## src/hdl/lfr_pkg.sv

```systemverilog
// Shared types and constants for the LRU frame replacer.
`timescale 1ns / 1ps

package lfr_pkg;

  // Fixed field widths of the request and result channels.
  localparam int OP_W    = 2;
  localparam int FRAME_W = 6;
  localparam int COUNT_W = 7;

  // Operation codes.
  localparam logic [OP_W-1:0] OP_VICTIM = 2'd0;
  localparam logic [OP_W-1:0] OP_PIN    = 2'd1;
  localparam logic [OP_W-1:0] OP_UNPIN  = 2'd2;

  // Control states of the replacer sequencer.
  typedef enum logic [1:0] {
    ST_CLEAR,
    ST_IDLE,
    ST_EXEC
  } state_t;

endpackage

```

## src/hdl/lfr_ram.sv

```systemverilog
// Single-port-write, single-port-read synchronous memory with registered read data.
`timescale 1ns / 1ps

module lfr_ram #(
  parameter int WIDTH = 6,
  parameter int DEPTH = 64
) (
  input  logic                     clk,
  input  logic                     wr_en,
  input  logic [$clog2(DEPTH)-1:0] wr_addr,
  input  logic [WIDTH-1:0]         wr_data,
  input  logic                     rd_en,
  input  logic [$clog2(DEPTH)-1:0] rd_addr,
  output logic [WIDTH-1:0]         rd_data
);

  logic [WIDTH-1:0] mem [DEPTH];

  // Write port.
  always_ff @(posedge clk) begin
    if (wr_en) begin
      mem[wr_addr] <= wr_data;
    end
  end

  // Registered read port; the data holds until the next read.
  always_ff @(posedge clk) begin
    if (rd_en) begin
      rd_data <= mem[rd_addr];
    end
  end

endmodule

```

## src/hdl/lru_frame_replacer_unit.sv

```systemverilog
// Top level of the LRU frame replacer: sequencer, list ends, count, membership and link memories.
// A result is registered when the execute step after its request transfer completes;
// a stalled output can hold that step off. Requests are taken one at a time: a new one
// waits until the membership and link memory read and write-back for the last is done.
// Reset: synchronous; a clearing pass zeroes all NUM_FRAMES entries of the membership
// memory, and no request is taken until it finishes.
`timescale 1ns / 1ps

module lru_frame_replacer_unit #(
  parameter int NUM_FRAMES = 64
) (
  input  logic                        clk,
  input  logic                        rst,
  input  logic                        in_valid,
  output logic                        in_stall,
  input  logic [lfr_pkg::OP_W-1:0]    operation,
  input  logic [lfr_pkg::FRAME_W-1:0] frame,
  output logic                        out_valid,
  input  logic                        out_stall,
  output logic                        found,
  output logic [lfr_pkg::FRAME_W-1:0] victim_frame,
  output logic [lfr_pkg::COUNT_W-1:0] evictable_count
);

  localparam int AW = $clog2(NUM_FRAMES);
  localparam int WW = AW + lfr_pkg::FRAME_W;

  lfr_pkg::state_t state, state_next;

  // Request and list registers.
  logic [lfr_pkg::OP_W-1:0]    cur_op;
  logic [AW-1:0]               cur_idx;
  logic                        cur_ok;
  logic [AW-1:0]               oldest, oldest_next;
  logic [AW-1:0]               newest, newest_next;
  logic [lfr_pkg::COUNT_W-1:0] listed_count, listed_count_next;
  logic [AW-1:0]               clr_idx;

  // Memory ports.
  logic          rd_en;
  logic [AW-1:0] rd_addr;
  logic          in_wr_en, in_wr_data, in_rd_data;
  logic [AW-1:0] in_wr_addr;
  logic          nx_wr_en;
  logic [AW-1:0] nx_wr_addr, nx_wr_data, nx_rd_data;
  logic          pv_wr_en;
  logic [AW-1:0] pv_wr_addr, pv_wr_data, pv_rd_data;

  // Decoded request and step control.
  logic [WW-1:0] frame_wide;
  logic [AW-1:0] frame_idx;
  logic          frame_ok;
  logic          accept;
  logic          exec_go;
  logic          do_unlink, do_append, is_victim;
  logic [AW-1:0] target;
  logic [WW-1:0] oldest_wide;
  logic          found_next;

  // Frame number mapped onto the memory index range.
  assign frame_wide  = WW'(frame);
  assign frame_idx   = frame_wide[AW-1:0];
  assign frame_ok    = frame_wide < WW'(NUM_FRAMES);
  assign oldest_wide = WW'(oldest);

  assign in_stall = (state != lfr_pkg::ST_IDLE);
  assign accept   = in_valid && !in_stall;
  assign exec_go  = (state == lfr_pkg::ST_EXEC) && (!out_valid || !out_stall);

  // Reads are issued on the request transfer; a victim reads the oldest entry.
  assign rd_en   = accept;
  assign rd_addr = (operation == lfr_pkg::OP_VICTIM) ? oldest : frame_idx;

  // Next-state logic.
  always_comb begin
    state_next = state;
    case (state)
      lfr_pkg::ST_CLEAR: begin
        if (clr_idx == AW'(NUM_FRAMES - 1)) begin
          state_next = lfr_pkg::ST_IDLE;
        end
      end
      lfr_pkg::ST_IDLE: begin
        if (accept) begin
          state_next = lfr_pkg::ST_EXEC;
        end
      end
      lfr_pkg::ST_EXEC: begin
        if (exec_go) begin
          state_next = lfr_pkg::ST_IDLE;
        end
      end
      default: state_next = lfr_pkg::ST_CLEAR;
    endcase
  end

  // Unlink and append decisions from the membership read.
  assign is_victim = (cur_op == lfr_pkg::OP_VICTIM);
  assign target    = is_victim ? oldest : cur_idx;
  assign do_unlink = exec_go && ((is_victim && listed_count != '0) ||
                     (cur_op == lfr_pkg::OP_PIN && cur_ok && in_rd_data));
  assign do_append = exec_go && (cur_op == lfr_pkg::OP_UNPIN) && cur_ok && !in_rd_data;
  assign found_next = is_victim && (listed_count != '0);

  // Output logic: clearing writes, memory write-back and list updates.
  always_comb begin
    in_wr_en          = 1'b0;
    in_wr_addr        = target;
    in_wr_data        = 1'b0;
    nx_wr_en          = 1'b0;
    nx_wr_addr        = pv_rd_data;
    nx_wr_data        = nx_rd_data;
    pv_wr_en          = 1'b0;
    pv_wr_addr        = nx_rd_data;
    pv_wr_data        = pv_rd_data;
    oldest_next       = oldest;
    newest_next       = newest;
    listed_count_next = listed_count;
    case (state)
      lfr_pkg::ST_CLEAR: begin
        in_wr_en   = 1'b1;
        in_wr_addr = clr_idx;
      end
      lfr_pkg::ST_EXEC: begin
        if (do_unlink) begin
          // Splice the target out between its older and newer neighbors.
          in_wr_en = 1'b1;
          if (target == oldest) begin
            oldest_next = nx_rd_data;
          end else begin
            nx_wr_en = 1'b1;
          end
          if (target == newest) begin
            newest_next = pv_rd_data;
          end else begin
            pv_wr_en = 1'b1;
          end
          listed_count_next = listed_count - lfr_pkg::COUNT_W'(1);
        end else if (do_append) begin
          // Attach the frame behind the current newest entry.
          in_wr_en   = 1'b1;
          in_wr_addr = cur_idx;
          in_wr_data = 1'b1;
          if (listed_count == '0) begin
            oldest_next = cur_idx;
          end else begin
            nx_wr_en   = 1'b1;
            nx_wr_addr = newest;
            nx_wr_data = cur_idx;
            pv_wr_en   = 1'b1;
            pv_wr_addr = cur_idx;
            pv_wr_data = newest;
          end
          newest_next       = cur_idx;
          listed_count_next = listed_count + lfr_pkg::COUNT_W'(1);
        end
      end
      default: begin
      end
    endcase
  end

  // Control registers.
  always_ff @(posedge clk) begin
    if (rst) begin
      state        <= lfr_pkg::ST_CLEAR;
      clr_idx      <= '0;
      oldest       <= '0;
      newest       <= '0;
      listed_count <= '0;
      out_valid    <= 1'b0;
    end else begin
      state        <= state_next;
      oldest       <= oldest_next;
      newest       <= newest_next;
      listed_count <= listed_count_next;
      if (state == lfr_pkg::ST_CLEAR) begin
        clr_idx <= clr_idx + AW'(1);
      end
      if (exec_go) begin
        out_valid <= 1'b1;
      end else if (!out_stall) begin
        out_valid <= 1'b0;
      end
    end
  end

  // Request capture and result register.
  always_ff @(posedge clk) begin
    if (accept) begin
      cur_op  <= operation;
      cur_idx <= frame_idx;
      cur_ok  <= frame_ok;
    end
    if (exec_go) begin
      found           <= found_next;
      victim_frame    <= found_next ? oldest_wide[lfr_pkg::FRAME_W-1:0] : '0;
      evictable_count <= listed_count_next;
    end
  end

  // Membership flags.
  lfr_ram #(.WIDTH(1), .DEPTH(NUM_FRAMES)) u_in_order (
    .clk     (clk),
    .wr_en   (in_wr_en),
    .wr_addr (in_wr_addr),
    .wr_data (in_wr_data),
    .rd_en   (rd_en),
    .rd_addr (rd_addr),
    .rd_data (in_rd_data)
  );

  // Links toward the newer neighbor.
  lfr_ram #(.WIDTH(AW), .DEPTH(NUM_FRAMES)) u_next_link (
    .clk     (clk),
    .wr_en   (nx_wr_en),
    .wr_addr (nx_wr_addr),
    .wr_data (nx_wr_data),
    .rd_en   (rd_en),
    .rd_addr (rd_addr),
    .rd_data (nx_rd_data)
  );

  // Links toward the older neighbor.
  lfr_ram #(.WIDTH(AW), .DEPTH(NUM_FRAMES)) u_prev_link (
    .clk     (clk),
    .wr_en   (pv_wr_en),
    .wr_addr (pv_wr_addr),
    .wr_data (pv_wr_data),
    .rd_en   (rd_en),
    .rd_addr (rd_addr),
    .rd_data (pv_rd_data)
  );

endmodule
```

## config.mk

```make
export PLATFORM = sky130hd
export DESIGN_NAME = lru_frame_replacer_unit
export DESIGN_NICKNAME = d
export VERILOG_FILES = /design/src/hdl/lfr_pkg.sv /design/src/hdl/lfr_ram.sv /design/src/hdl/lru_frame_replacer_unit.sv
export SDC_FILE = /design/constraint.sdc
export NUM_CORES = 1
export LEC_CHECK = 0
export BUFFER_PORTS_ARGS = -buffer_cell sky130_fd_sc_hd__buf_2
export CAP_MARGIN = 20
export CORE_AREA = 4 4 292 294
export DETAILED_ROUTE_END_ITERATION = 6
export DIE_AREA = 0 0 296 298
export SLEW_MARGIN = 20
export SYNTH_ARGS = -nofsm -noshare
export SYNTH_HDL_FRONTEND = slang
export SYNTH_SLANG_ARGS = --single-unit
export TNS_END_PERCENT = 1
```

## constraint.sdc

```tcl
create_clock -name clk -period 8.4 [get_ports clk]
set_clock_uncertainty 0.1 [all_clocks]
set_input_delay 1.68 -clock clk [delete_from_list [all_inputs] [get_ports clk]]
set_output_delay 1.68 -clock clk [all_outputs]
set_load 0.005 [all_outputs]
```

==> impl_metrics.csv <==
group,metric,value,unit
critical_path,worstPathRequired,8.59,ns
sta,worstMarginPinSlew,1.18,ns
sta,slew_headroom,0.211,
power,p_per_area,221,nW/um^2
floorplan,die_w,296,um
clock_network,path_clk_slew,0.06,ns
yosys,synthArstFlopShare,0,
finish,layout-drive-gt1-share,0.164,
clock_network,cts_resized,0,
sta,fin_crit_sh,0.695,
critical_path,arrival,6.03,ns
finish,nets,2365,
detailed_routing,wl_per_cell,27.2,um
grt,antenna_found_initial,1,
yosys,syn_area_per_cell,15.9,sq um
critical_path,path_class,"in -> reg",
floorplan,ios,28,
yosys,ys_ff_latch,895,
grt,grt_pass1_vias,21300,
critical_path,r2r_cells,11,
critical_path,reg2reg_to,"u_next_link.mem[11][3]$_DFFE_PP_",
yosys,syn_area,36900,sq um
yosys,synthDistinctLibCells,68,
detailed_routing,ant_nets,0,
sta,rsz0062_at_grt,"false",
yosys,ys_warn_count,0,
finish,syn_to_final_growth,11.4,%
detailed_routing,first_pass_iters,5,
placement,dpl-instance-area,38200,sq um
yosys,synth.yosys.seq_area_share,0.721,
floorplan,die_y,298,um
outcome,outcome,"complete, no violations",
yosys,syn_nets,2342,
floorplan,fp-row-count,106,
grt,grt_max_degree,97,
yosys,ys.flop_type,"edfxtp_1",
grt,grt_pass1_wl,141000,um
detailed_routing,wl,95300,um
critical_path,crit-reg2reg-launch,"cur_op[1]$_DFFE_PP_",
critical_path,endpoint_kind,"register",
power,p_leak,13.2,nW
floorplan,dieArea,88200,sq um
placement,place_congestion,0.841,
clock_network,cts_tree,"done",
placement,io_buffers,27,
clock_network,clk_latency,0.68,ns
placement,dp_hpwl,59600,um
yosys,netlist_top_cells_area,"edfxtp_1 71%, mux4_2 6.3%, nor2_1 2.7%, mux2_2 2.1%, mux2i_1 1.8%",
detailed_routing,drc,0,
hold_path,hp-class,"reg -> reg",
detailed_routing,via_per_inst,6.07,
critical_path,crit_path_end,"u_next_link.mem[11][3]$_DFFE_PP_",
placement,post-place-ws,1.95,ns
clock_network,cts_buffer_depth,3,
critical_path,cp_max_fo,70,
sta,period_needed,5.84,ns
detailed_routing,drt_iter0_drc,2160,
hold_path,min-delay-start,"newest[0]$_SDFFE_PP0P_",
sta,hold_slack,0.427,ns
sta,tns,0,ns
critical_path,rrSetupSlack,2.90,ns
sta,slew_viol_final,0,
clock_network,cts-htree-levels,3,
finish,final_area,41100,sq um
yosys,netlist_instances,2327,
critical_path,critPathLaunch,"out_stall",
sta,fmax,0.171,GHz
yosys,synth_top_cell_area_share,0.706,
grt,gr-total-overflow,0,
critical_path,critPathLaunchType,"input pin",
floorplan,core_area,82900,sq um
floorplan,start_util,0.445,
clock_network,cts-root-buf,"clkbuf_16",
job,drv_cap,0,
sta,setup_viol_count_final,0,
yosys,synth_edf_count,867,
clock_network,ctsHoldBuffers,0,
clock_network,numCtsBuffers,92,
finish,fin_util,0.496,
sta,setup_ws,2.56,ns
yosys,synth_top_cell_by_area,"edfxtp_1",
sta,finalHoldViolations,0,
detailed_routing,num_vias,21300,
power,vdd_drop_max,0.158,mV
grt,grt.total_usage,0.215,
clock_network,clock_sinks,895,
clock_network,post_cts_buffers,0,
==> sequential cells by signal, summed over array words and instances (netlist names) <==
name                 cells
u_next_link.rd_data      6
victim_frame             6
u_prev_link.mem        384
cur_op                   2
u_in_order.mem          64
cur_idx                  6
u_prev_link.rd_data      6
oldest                   6
clr_idx                  6
state                    2
found                    1
u_in_order.rd_data       1
evictable_count          7
out_valid                1
u_next_link.mem        384
newest                   6
listed_count             7
==> area by class of cell <==
type                            count  area [sq um]
Antenna cell                        3          7.51
Clock buffer                      121          2420
Clock inverter                     46           464
Fill cell                        6780         41800
Inverter                           19          73.8
Multi-Input combinational cell   1272          9720
Sequential cell                   895         26600
Tap cell                         1080          1350
Timing Repair Buffer               70           490
==> cells in the mapped netlist (28+ instances only) <==
| cell type | number |
|---|---|
| nand4_1 | 28 |
| edfxtp_1 | 867 |
| a22oi_1 | 54 |
| a21oi_1 | 62 |
| clkbuf_1 | 79 |
| o21ai_0 | 56 |
| a211oi_1 | 83 |
| and3_1 | 98 |
| nor3_1 | 38 |
| nand2_1 | 104 |
| mux2i_1 | 67 |
| nor2_1 | 265 |
| dfxtp_1 | 28 |
| buf_2 | 40 |
| mux4_2 | 104 |
| mux2_2 | 68 |
==> power by group <==
part / leakage [nW] / switching, mW / total, mW / internal [mW]
logic: 3.70 / 0.227 / 0.366 / 0.140
clock network: 1.38 / 1.73 / 3.88 / 2.15
registers: 8.13 / 0.00265 / 4.83 / 4.83
total: 13.2 / 1.96 / 9.08 / 7.12
==> critical path, cell delays in order <==
cell      delay [ns]
buf_2           0.10
nand2_1         0.14
nand3_2         0.36
clkinv_1        0.14
buf_4           0.53
nand2_2         0.09
buf_4           0.30
mux2i_1         0.27
inv_2           0.10
buf_4           0.63
nand4_1         0.92
nor2_1          0.71
==> through the flow <==
stage | total power [mW] | instances
2_1_floorplan | 5.17 | 2327
3_3_place_gp | 5.28 | 3335
3_5_place_dp | 5.28 | 3335
4_1_cts | 9.14 | 3502
5_1_grt | 9.36 | 3503
6_report | 9.08 | 3506
==> routing by layer <==
| layer | routed length [um] | vias to the layer above | global-route usage | share of wire |
|---|---|---|---|---|
| met5 | 0 | - | 0 | 0 |
| met4 | 2560 | 0 | 0.0605 | 0.027 |
| met3 | 7210 | 147 | 0.0365 | 0.076 |
| met2 | 44900 | 963 | 0.338 | 0.47 |
| met1 | 40600 | 10900 | 0.311 | 0.43 |
| li1 | - | 9261 | - | - |
==> worst min path at each step <==
stage | cells past startpoint | endpoint | slack, ns
floorplan | 2 | newest[3]$_SDFFE_PP0P_ | 0.36
CTS | 2 | clr_idx[5]$_SDFFE_PP0P_ | 0.43
finish | 2 | newest[0]$_SDFFE_PP0P_ | 0.43
detailed placement | 2 | clr_idx[5]$_SDFFE_PP0P_ | 0.42
global route | 2 | clr_idx[5]$_SDFFE_PP0P_ | 0.47
global placement | 2 | clr_idx[5]$_SDFFE_PP0P_ | 0.40
==> cells by family (layout without fill, tap and decap cells) <==
logic type / Yosys count / count (layout) / synth area share
multiplexers: 239 / 239 / 0.102
XOR/XNOR: 16 / 16 / 0.00380
flip-flops: 895 / 895 / 0.721
adder cells (fa/ha/maj): 3 / 3 / 0.00102
AO/OA/AOI/OAI: 350 / 350 / 0.0636
buffers and inverters: 160 / 256 / 0.0194
other: 0 / 3 / 0
AND/OR/NAND/NOR: 664 / 664 / 0.0890
==> placed cells by master, fill, tap and decap left out, drive strengths merged, types with 11 or more instances in the layout <==
cell / synthesis / final
edfxtp: 867 / 867
nor2: 266 / 266
clkbuf: 79 / 121
nand2: 105 / 105
mux4: 104 / 104
and3: 98 / 98
a211oi: 83 / 83
buf: 62 / 70
mux2: 68 / 68
mux2i: 67 / 67
a21oi: 62 / 62
o21ai: 58 / 58
a22oi: 54 / 54
nor3: 39 / 39
clkinv: 1 / 39
nand4: 28 / 28
dfxtp: 28 / 28
o22ai: 24 / 24
nand3: 24 / 24
or4: 23 / 23
inv: 18 / 21
nand2b: 18 / 18
a211o: 15 / 15
o2111ai: 12 / 12
a31oi: 11 / 11
Power figures use the tool's default switching activity.
